[config.mk]
export PLATFORM = sky130hd
export DESIGN_NAME = bounded_array_list_engine
export DESIGN_NICKNAME = d
export VERILOG_FILES = /design/src/design/balist_pkg.sv /design/src/design/balist_ram.sv /design/src/design/balist_ctrl.sv /design/src/design/balist_dp.sv /design/src/design/bounded_array_list_engine.sv
export SDC_FILE = /design/constraint.sdc
export NUM_CORES = 1
export LEC_CHECK = 0
export CORE_MARGIN = 1
export CORE_UTILIZATION = 55
export DETAILED_ROUTE_END_ITERATION = 16
export DONT_BUFFER_PORTS = 1
export PLACE_DENSITY = 0.77
export SYNTH_ARGS = -nofsm -noshare
export SYNTH_HDL_FRONTEND = slang
export SYNTH_SLANG_ARGS = --single-unit
[constraint.sdc]
create_clock -name clk -period 5.25 [get_ports clk]
set_clock_uncertainty 0.15 [all_clocks]
set_input_delay 1.05 -clock clk [delete_from_list [all_inputs] [get_ports clk]]
set_output_delay 1.05 -clock clk [all_outputs]
set_load 0.01 [all_outputs]
[src/design/balist_pkg.sv]
// ----------------------------------------------------------------------------
// balist_pkg
// Shared types, sizes and codes for the bounded array list engine.
// ----------------------------------------------------------------------------
package balist_pkg;

  // Store size and derived widths
  localparam int DEPTH     = 16;
  localparam int IDX_W     = $clog2(DEPTH);
  localparam int CNT_W     = $clog2(DEPTH + 1);

  // Fixed field widths
  localparam int OP_W      = 3;
  localparam int POS_W     = 8;
  localparam int DATA_W    = 32;
  localparam int ST_W      = 2;
  localparam int CAP_W     = 5;
  localparam int OUT_CNT_W = 5;

  // Compare widths
  localparam int CMP_W     = (CNT_W > CAP_W) ? CNT_W : CAP_W;
  localparam int PCMP_W    = (CNT_W > POS_W) ? CNT_W : POS_W;

  localparam logic [CAP_W-1:0] CAP_RESET = CAP_W'(16);

  // Operation codes
  localparam logic [OP_W-1:0] OP_INSERT = 3'd0;
  localparam logic [OP_W-1:0] OP_PUSH   = 3'd1;
  localparam logic [OP_W-1:0] OP_POP    = 3'd2;
  localparam logic [OP_W-1:0] OP_CLEAR  = 3'd3;
  localparam logic [OP_W-1:0] OP_DELETE = 3'd4;
  localparam logic [OP_W-1:0] OP_READ   = 3'd5;

  // Result status codes
  localparam logic [ST_W-1:0] STAT_OK    = 2'd0;
  localparam logic [ST_W-1:0] STAT_FULL  = 2'd1;
  localparam logic [ST_W-1:0] STAT_EMPTY = 2'd2;
  localparam logic [ST_W-1:0] STAT_RANGE = 2'd3;

  typedef struct packed {
    logic [OP_W-1:0]          operation;
    logic [POS_W-1:0]         position;
    logic signed [DATA_W-1:0] value;
  } req_t;

  typedef struct packed {
    logic [ST_W-1:0]          status;
    logic [OUT_CNT_W-1:0]     element_count;
    logic signed [DATA_W-1:0] read_data;
    logic                     is_full;
    logic                     is_empty;
  } rsp_t;

  typedef enum logic [2:0] {
    S_IDLE,
    S_EXEC,
    S_SHIFT,
    S_DELETE,
    S_RDWAIT,
    S_FINISH
  } state_t;

  // Controller to datapath commands
  typedef struct packed {
    logic            load_item;
    logic            ins_init;
    logic            ins_step;
    logic            ins_final;
    logic            push;
    logic            pop;
    logic            clr;
    logic            del_init;
    logic            del_step;
    logic            del_final;
    logic            rd_issue;
    logic            rd_capture;
    logic            err_en;
    logic [ST_W-1:0] err_code;
    logic            out_load;
  } cmd_t;

  // Datapath to controller status
  typedef struct packed {
    logic [OP_W-1:0] op;
    logic            full;
    logic            empty;
    logic            rd_range;
    logic            ptr_gt_p;
    logic            pend;
    logic            scan_more;
    logic            out_free;
  } stat_t;

endpackage

[src/design/balist_ram.sv]
// ----------------------------------------------------------------------------
// balist_ram
// Generic single-write, single-read RAM with registered read data.
// ----------------------------------------------------------------------------
module balist_ram #(
  parameter int WIDTH = 32,
  parameter int DEPTH = 16
) (
  input  logic                     clk,
  input  logic                     we,
  input  logic [$clog2(DEPTH)-1:0] waddr,
  input  logic [WIDTH-1:0]         wdata,
  input  logic [$clog2(DEPTH)-1:0] raddr,
  output logic [WIDTH-1:0]         rdata
);

  logic [WIDTH-1:0] mem [DEPTH];

  // Write port and registered read port
  always_ff @(posedge clk) begin
    if (we) begin
      mem[waddr] <= wdata;
    end
    rdata <= mem[raddr];
  end

endmodule

[src/design/balist_ctrl.sv]
// ----------------------------------------------------------------------------
// balist_ctrl
// Operation sequencer: accepts one request, steps the datapath through it
// and hands the result to the output register.
// ----------------------------------------------------------------------------
module balist_ctrl import balist_pkg::*; (
  input  logic  clk,
  input  logic  rst,
  input  logic  req_valid,
  output logic  req_stall,
  input  stat_t stat,
  output cmd_t  cmd
);

  state_t state;
  state_t state_next;

  // State register
  always_ff @(posedge clk) begin
    if (rst) begin
      state <= S_IDLE;
    end else begin
      state <= state_next;
    end
  end

  // Next state and commands
  always_comb begin
    state_next = state;
    cmd        = '0;
    req_stall  = (state != S_IDLE);
    unique case (state)
      S_IDLE: begin
        if (req_valid) begin
          cmd.load_item = 1'b1;
          state_next    = S_EXEC;
        end
      end
      S_EXEC: begin
        state_next = S_FINISH;
        unique case (stat.op)
          OP_INSERT: begin
            if (stat.full) begin
              cmd.err_en   = 1'b1;
              cmd.err_code = STAT_FULL;
            end else begin
              cmd.ins_init = 1'b1;
              state_next   = S_SHIFT;
            end
          end
          OP_PUSH: begin
            if (stat.full) begin
              cmd.err_en   = 1'b1;
              cmd.err_code = STAT_FULL;
            end else begin
              cmd.push = 1'b1;
            end
          end
          OP_POP: begin
            if (stat.empty) begin
              cmd.err_en   = 1'b1;
              cmd.err_code = STAT_EMPTY;
            end else begin
              cmd.pop = 1'b1;
            end
          end
          OP_CLEAR: begin
            cmd.clr = 1'b1;
          end
          OP_DELETE: begin
            cmd.del_init = 1'b1;
            state_next   = S_DELETE;
          end
          OP_READ: begin
            if (stat.rd_range) begin
              cmd.err_en   = 1'b1;
              cmd.err_code = STAT_RANGE;
            end else begin
              cmd.rd_issue = 1'b1;
              state_next   = S_RDWAIT;
            end
          end
          default: begin
            // unused codes leave the list alone
          end
        endcase
      end
      S_SHIFT: begin
        if (stat.ptr_gt_p || stat.pend) begin
          cmd.ins_step = 1'b1;
        end else begin
          cmd.ins_final = 1'b1;
          state_next    = S_FINISH;
        end
      end
      S_DELETE: begin
        if (stat.scan_more || stat.pend) begin
          cmd.del_step = 1'b1;
        end else begin
          cmd.del_final = 1'b1;
          state_next    = S_FINISH;
        end
      end
      S_RDWAIT: begin
        cmd.rd_capture = 1'b1;
        state_next     = S_FINISH;
      end
      S_FINISH: begin
        if (stat.out_free) begin
          cmd.out_load = 1'b1;
          state_next   = S_IDLE;
        end
      end
      default: begin
        state_next = S_IDLE;
      end
    endcase
  end

  // Count-changing commands never overlap each other or the result load
  a_cmd_onehot: assert property (@(posedge clk) disable iff (rst)
    $onehot0({cmd.ins_final, cmd.del_final, cmd.push, cmd.pop, cmd.clr, cmd.out_load}))
    else $error("overlapping count updates");

endmodule

[src/design/balist_dp.sv]
// ----------------------------------------------------------------------------
// balist_dp
// List datapath: element store, count, capacity register, walk pointers and
// the result register.
// ----------------------------------------------------------------------------
module balist_dp import balist_pkg::*; (
  input  logic             clk,
  input  logic             rst,
  input  req_t             req,
  input  logic             cfg_we,
  input  logic [CAP_W-1:0] cfg_data,
  input  cmd_t             cmd,
  output stat_t            stat,
  output logic             rsp_valid,
  input  logic             rsp_stall,
  output rsp_t             rsp
);

  localparam logic [CMP_W-1:0] DEPTH_C = CMP_W'(DEPTH);

  // Control state
  logic [CNT_W-1:0] count;
  logic [CAP_W-1:0] capacity_limit;
  logic             pend;

  // Latched item and walk registers
  req_t                     item;
  logic [CNT_W-1:0]         ptr;
  logic [CNT_W-1:0]         kptr;
  logic [IDX_W-1:0]         wptr;
  logic [ST_W-1:0]          res_status;
  logic signed [DATA_W-1:0] res_data;

  // RAM connections
  logic              ram_we;
  logic [IDX_W-1:0]  ram_waddr;
  logic [DATA_W-1:0] ram_wdata;
  logic [IDX_W-1:0]  ram_raddr;
  logic [DATA_W-1:0] ram_rdata;

  // Derived values
  logic [CMP_W-1:0]  cap_eff;
  logic [CMP_W-1:0]  cap_ext;
  logic              full;
  logic [PCMP_W-1:0] pos_ext;
  logic [PCMP_W-1:0] cnt_pext;
  logic [CNT_W-1:0]  p_clamp;
  logic              survivor;

  balist_ram #(
    .WIDTH (DATA_W),
    .DEPTH (DEPTH)
  ) u_ram (
    .clk   (clk),
    .we    (ram_we),
    .waddr (ram_waddr),
    .wdata (ram_wdata),
    .raddr (ram_raddr),
    .rdata (ram_rdata)
  );

  // Saturate capacity to 1..DEPTH and clamp the insert position
  always_comb begin
    cap_ext = CMP_W'(capacity_limit);
    if (cap_ext == '0) begin
      cap_eff = CMP_W'(1);
    end else if (cap_ext > DEPTH_C) begin
      cap_eff = DEPTH_C;
    end else begin
      cap_eff = cap_ext;
    end
    full     = (CMP_W'(count) >= cap_eff);
    pos_ext  = PCMP_W'(item.position);
    cnt_pext = PCMP_W'(count);
    p_clamp  = (pos_ext > cnt_pext) ? count : CNT_W'(pos_ext);
    survivor = (ram_rdata != item.value);
  end

  // Status toward the controller
  always_comb begin
    stat.op        = item.operation;
    stat.full      = full;
    stat.empty     = (count == '0);
    stat.rd_range  = (pos_ext >= cnt_pext);
    stat.ptr_gt_p  = (ptr > p_clamp);
    stat.pend      = pend;
    stat.scan_more = (ptr < count);
    stat.out_free  = !rsp_valid || !rsp_stall;
  end

  // RAM port steering
  always_comb begin
    ram_we    = 1'b0;
    ram_waddr = wptr;
    ram_wdata = ram_rdata;
    ram_raddr = '0;
    if (cmd.ins_step) begin
      ram_raddr = IDX_W'(ptr - CNT_W'(1));
      ram_we    = pend;
    end
    if (cmd.ins_final) begin
      ram_we    = 1'b1;
      ram_waddr = IDX_W'(p_clamp);
      ram_wdata = item.value;
    end
    if (cmd.push) begin
      ram_we    = 1'b1;
      ram_waddr = IDX_W'(count);
      ram_wdata = item.value;
    end
    if (cmd.del_step) begin
      ram_raddr = IDX_W'(ptr);
      ram_we    = pend && survivor;
      ram_waddr = IDX_W'(kptr);
    end
    if (cmd.rd_issue) begin
      ram_raddr = IDX_W'(item.position);
    end
  end

  // Control registers: count, capacity, pending write, result valid
  always_ff @(posedge clk) begin
    if (rst) begin
      count          <= '0;
      capacity_limit <= CAP_RESET;
      pend           <= 1'b0;
      rsp_valid      <= 1'b0;
    end else begin
      if (cfg_we) begin
        capacity_limit <= cfg_data;
      end
      if (cmd.ins_init || cmd.del_init) begin
        pend <= 1'b0;
      end else if (cmd.ins_step) begin
        pend <= (ptr > p_clamp);
      end else if (cmd.del_step) begin
        pend <= (ptr < count);
      end
      if (cmd.ins_final || cmd.push) begin
        count <= count + CNT_W'(1);
      end else if (cmd.pop) begin
        count <= count - CNT_W'(1);
      end else if (cmd.clr) begin
        count <= '0;
      end else if (cmd.del_final) begin
        count <= kptr;
      end
      if (cmd.out_load) begin
        rsp_valid <= 1'b1;
      end else if (!rsp_stall) begin
        rsp_valid <= 1'b0;
      end
    end
  end

  // Payload registers: item, walk pointers, result
  always_ff @(posedge clk) begin
    if (cmd.load_item) begin
      item       <= req;
      res_status <= STAT_OK;
      res_data   <= '0;
    end
    if (cmd.err_en) begin
      res_status <= cmd.err_code;
    end
    if (cmd.rd_capture) begin
      res_data <= ram_rdata;
    end
    if (cmd.ins_init) begin
      ptr <= count;
    end else if (cmd.ins_step && (ptr > p_clamp)) begin
      ptr  <= ptr - CNT_W'(1);
      wptr <= IDX_W'(ptr);
    end
    if (cmd.del_init) begin
      ptr  <= '0;
      kptr <= '0;
    end else if (cmd.del_step) begin
      if (ptr < count) begin
        ptr <= ptr + CNT_W'(1);
      end
      if (pend && survivor) begin
        kptr <= kptr + CNT_W'(1);
      end
    end
    if (cmd.out_load) begin
      rsp.status        <= res_status;
      rsp.element_count <= OUT_CNT_W'(count);
      rsp.read_data     <= res_data;
      rsp.is_full       <= full;
      rsp.is_empty      <= (count == '0);
    end
  end

  a_count_bound: assert property (@(posedge clk) disable iff (rst)
    CMP_W'(count) <= DEPTH_C)
    else $error("count beyond store depth");

  a_grow_room: assert property (@(posedge clk) disable iff (rst)
    (cmd.ins_final || cmd.push) |-> !full)
    else $error("list grown while full");

  a_load_valid: assert property (@(posedge clk) disable iff (rst)
    cmd.out_load |=> rsp_valid)
    else $error("result load did not raise valid");

endmodule

[src/design/bounded_array_list_engine.sv]
// ----------------------------------------------------------------------------
// bounded_array_list_engine
// Ordered list of signed 32-bit words in a 16-entry store with count,
// insert, push, pop, clear, delete-value and read operations.
// ----------------------------------------------------------------------------
//  channel   handshake              payload
//  req       req_valid / req_stall  req_t  (operation, position, value)
//  rsp       rsp_valid / rsp_stall  rsp_t  (status, count, data, flags)
//  cfg       cfg_valid / cfg_ready  cfg_data (capacity_limit)
//
//  Every request passes from S_EXEC to S_FINISH; a read waits in S_RDWAIT,
//  a non-full insert shifts entries toward the tail in S_SHIFT and
//  delete-value walks the whole list in S_DELETE through the RAM's single
//  read port. One item is in work at a time: req_stall holds until its
//  result is loaded into the output register.
//  Reset (rst, synchronous) empties the list and sets capacity to 16; store
//  contents are not cleared. A stalled result holds in the output register.
// ----------------------------------------------------------------------------
module bounded_array_list_engine import balist_pkg::*; (
  input  logic             clk,
  input  logic             rst,
  input  logic             req_valid,
  output logic             req_stall,
  input  req_t             req,
  output logic             rsp_valid,
  input  logic             rsp_stall,
  output rsp_t             rsp,
  input  logic             cfg_valid,
  output logic             cfg_ready,
  input  logic [CAP_W-1:0] cfg_data
);

  cmd_t  cmd;
  stat_t stat;

  // Capacity writes are always taken
  assign cfg_ready = 1'b1;

  balist_ctrl u_ctrl (
    .clk       (clk),
    .rst       (rst),
    .req_valid (req_valid),
    .req_stall (req_stall),
    .stat      (stat),
    .cmd       (cmd)
  );

  balist_dp u_dp (
    .clk       (clk),
    .rst       (rst),
    .req       (req),
    .cfg_we    (cfg_valid && cfg_ready),
    .cfg_data  (cfg_data),
    .cmd       (cmd),
    .stat      (stat),
    .rsp_valid (rsp_valid),
    .rsp_stall (rsp_stall),
    .rsp       (rsp)
  );

endmodule
==> impl_results.md <==
- HP Class: reg2reg
- Die Width: 231 um
- Synth top area share: 0.661
- Most common cell in the netlist: edfxtp_1
- VDD IR-drop max: 205 uV
- Setup WS post-layout: 0.166 ns
- FMAX: 197 MHz
- DIE AREA: 53300 sq um
- Register area share after synthesis: 0.701
- Clock slew at the register clock pins of the worst setup and hold paths: 0.06 ns
- Final hold slack: 0.264 ns
- Remaining DRCs: 0
- Main synth FF type: edfxtp_1
- Startpoint Class: flop
- Post-DRT Antenna Nets: 0
- Leakage: 10.7 nW
- Post-layout util: 0.630
- Min Tclk post-route: 5.08 ns
- EDFF count, synth: 634
- Fillers: 3613
- Largest net degree at the start of global routing: 66
- Layout cells sized above 1: 0.158
- Final setup viols: 0
- Routed WL per cell: 27.9 um
- CTS sink cnt: 691
- Final Hold Viols: 0
- CP required: 5.39 ns
- Max cap viols: 0
- Clock Path Buffers: 3
- H-tree Lvls: 3
- R2R Path Start: u_dp.count[4]$_SDFFE_PP0P_
- Clk root buf: clkbuf_16
- Largest cells by area after synthesis: edfxtp_1 66%, dfxtp_1 4.0%, o21ai_0 3.0%, nand3_1 2.4%, o211ai_1 2.1%
- Post-synthesis net count: 2090
- Syn Std Cell Area: 28800 sq um
- Total CTS buffers: 68
- DRT Wirelength: 76800 um
- GP Congestion: 0.902
- Post-synth top area cell: edfxtp_1
- Crit Path Class: reg2reg
- Hold path start: u_dp.res_data[11]$_SDFFCE_PN0P_
- Area of the core: 51500 sq um
- Area grow syn2layout: 12.6%
- Fin cells: 2757
- Critical Path AT: 5.22 ns
- Starting Density: 0.559
- Final cycle utilization of the critical path: 0.968
- Post-Syn Instances: 2013
- Setup WS pre-CTS: -0.00269 ns
- Rel. slew slack: 0.258
- Worst Setup SP: u_dp.count[4]$_SDFFE_PP0P_
- Slew @ Worst Pin: 1.11 ns
- CTS tree: done
- Warnings, synthesis: 0
- First-pass GRT wire length: 114000 um
- Dpl hpwl: 46000 um
- Io pins: 97
- Pre-Repair DR Iteration Count: 6
- # rows: 83
- Port Buffers: 0
- # placed instances: 2631
- Later-pin clock latency in the skew report: 0.62 ns
- Chip Height: 231 um
- Grt total ovfl: 0
- Via count: 18506
- Syn Area/Cell: 14.3 sq um
- Routed vias/inst: 6.71
- Final #Nets: 2098
- Distinct cells, synth: 79
- GRT Total Usage: 0.290
- Max-slew violation count: 0
- Initial antenna violation count: 2
- Post-synth top cells: 634 x edfxtp_1, 170 x o21ai_0, 138 x nand3_1
- CP Max Fanout: 11
- FFs w/ async S/R, synth: 0
- Ant diodes: 0
- Pwr dens: 424 nW/um^2
- Number of synthesized register bits: 691
- Vias in the first global route: 18324
- CTS Hold Buffers Added: 0
- Crit path capture type: flop
- DR iter-0 viols: 2396
- Outcome: finished clean
[critical path, cell delays in order (launching register included)]
cell and delay (ns):
dfxtp_1 0.35, inv_1 0.12, ha_1 0.31, nor4b_2 0.33, mux2i_1 0.35, o31ai_4 0.14
buf_4 0.17, mux2i_1 0.15, ha_1 0.32, nand2b_1 0.08, a211o_1 0.34, o2bb2ai_1 0.23
and2_4 0.24, a2111oi_4 0.44, a221o_1 0.23, nand2_1 0.29, nor2_4 0.23, buf_4 0.28
[area by class of cell]
type                       count  area, sq um  area share
timing repair buffer          89          937      0.0289
multi-input combinational   1091         7920       0.244
tap                          680          851      0.0262
clock inverter                24          240     0.00741
clock buffer                 102         2000      0.0618
sequential                   691        20200       0.622
inverter                      80          300     0.00926
[repair_timing]
action / CTS / global route
cloned: 0 / 0
buffers inserted: 0 / 0
resized for setup: 1 / 17
setup endpoints to repair: 25 / 508
[routing by layer]
metal / vias up / GRT usage / share of wire / wire (um)
met5: - / 0 / 0.00013 / 10
met4: 2 / 0.129 / 0.035 / 2710
met3: 174 / 0.0627 / 0.11 / 8560
met2: 1220 / 0.461 / 0.48 / 36600
met1: 9225 / 0.385 / 0.38 / 28900
li1: 7885 / - / - / -
[cell usage in the layout (no fill, tap or decap), types with 16 or more instances in the layout]
cell	count
edfxtp_1	634
a32oi_1	32
o211ai_1	79
a21oi_1	88
mux2_2	40
a211oi_1	39
buf_4	64
clkbuf_16	71
buf_12	20
o311ai_1	31
clkbuf_1	20
dfxtp_1	57
nor2_1	39
nand3_1	136
mux2_4	20
inv_1	78
a311oi_1	32
o21ai_0	170
a21o_1	35
and2_1	38
ha_1	24
xnor2_1	39
a21boi_0	32
nand2_1	26
nor2_4	20
o211ai_2	20
nor3_1	16
[worst paths after layout]
| kind | cells after the start | slack [ns] | to |
|---|---|---|---|
| worst max-delay path | 17 | 0.17 | u_dp.u_ram.mem[3][30]$_DFFE_PP_ |
| worst min register to register | 0 | 0.26 | u_dp.rsp[13]$_DFFE_PP_ |
| worst max register to register | 17 | 0.17 | u_dp.u_ram.mem[3][30]$_DFFE_PP_ |
| worst min-delay path | 0 | 0.26 | u_dp.rsp[13]$_DFFE_PP_ |
[power by group]
part	switching (mW)	internal (mW)
registers	0.320	6.70
logic	1.29	0.580
clock network	2.02	2.85
[state kept, by name (all words and copies together) (netlist names)]
register,flops
u_dp.u_ram.mem,512
u_dp.rsp,41
u_dp.item,32
u_dp.res_data,32
u_dp.u_ram.rdata,32
u_dp.pos_ext,8
u_dp.cap_ext,5
u_dp.count,5
u_dp.kptr,5
u_dp.ptr,5
u_dp.wptr,4
u_ctrl.state,3
u_dp.stat,3
u_dp.res_status,2
u_dp.pend,1
u_dp.rsp_valid,1
[kinds of logic (layout without fill, tap and decap cells)]
family	after synthesis	in the layout	share of synthesized area
muxes	76	76	0.0319
DFF	691	691	0.701
buffers and inverters	231	295	0.0352
and+or+nand+nor	343	343	0.0630
adders and majority gates	24	24	0.0104
other	1	1	0.000130
xor gates and xnor gates	42	42	0.0128
AOI/OAI and AO/OA	605	605	0.146
[through the flow]
step	area (sq um)	setup TNS [ns]	power [mW]
2_1_floorplan	28800	-166.13	8.16
3_3_place_gp	30100	0	8.87
3_5_place_dp	30100	-0.0264	8.94
4_1_cts	32300	-0.0168	13.7
5_1_grt	32400	-0.645	14.2
6_report	32400	0	13.8
No activity file was read; power rests on OpenSTA's default activity.
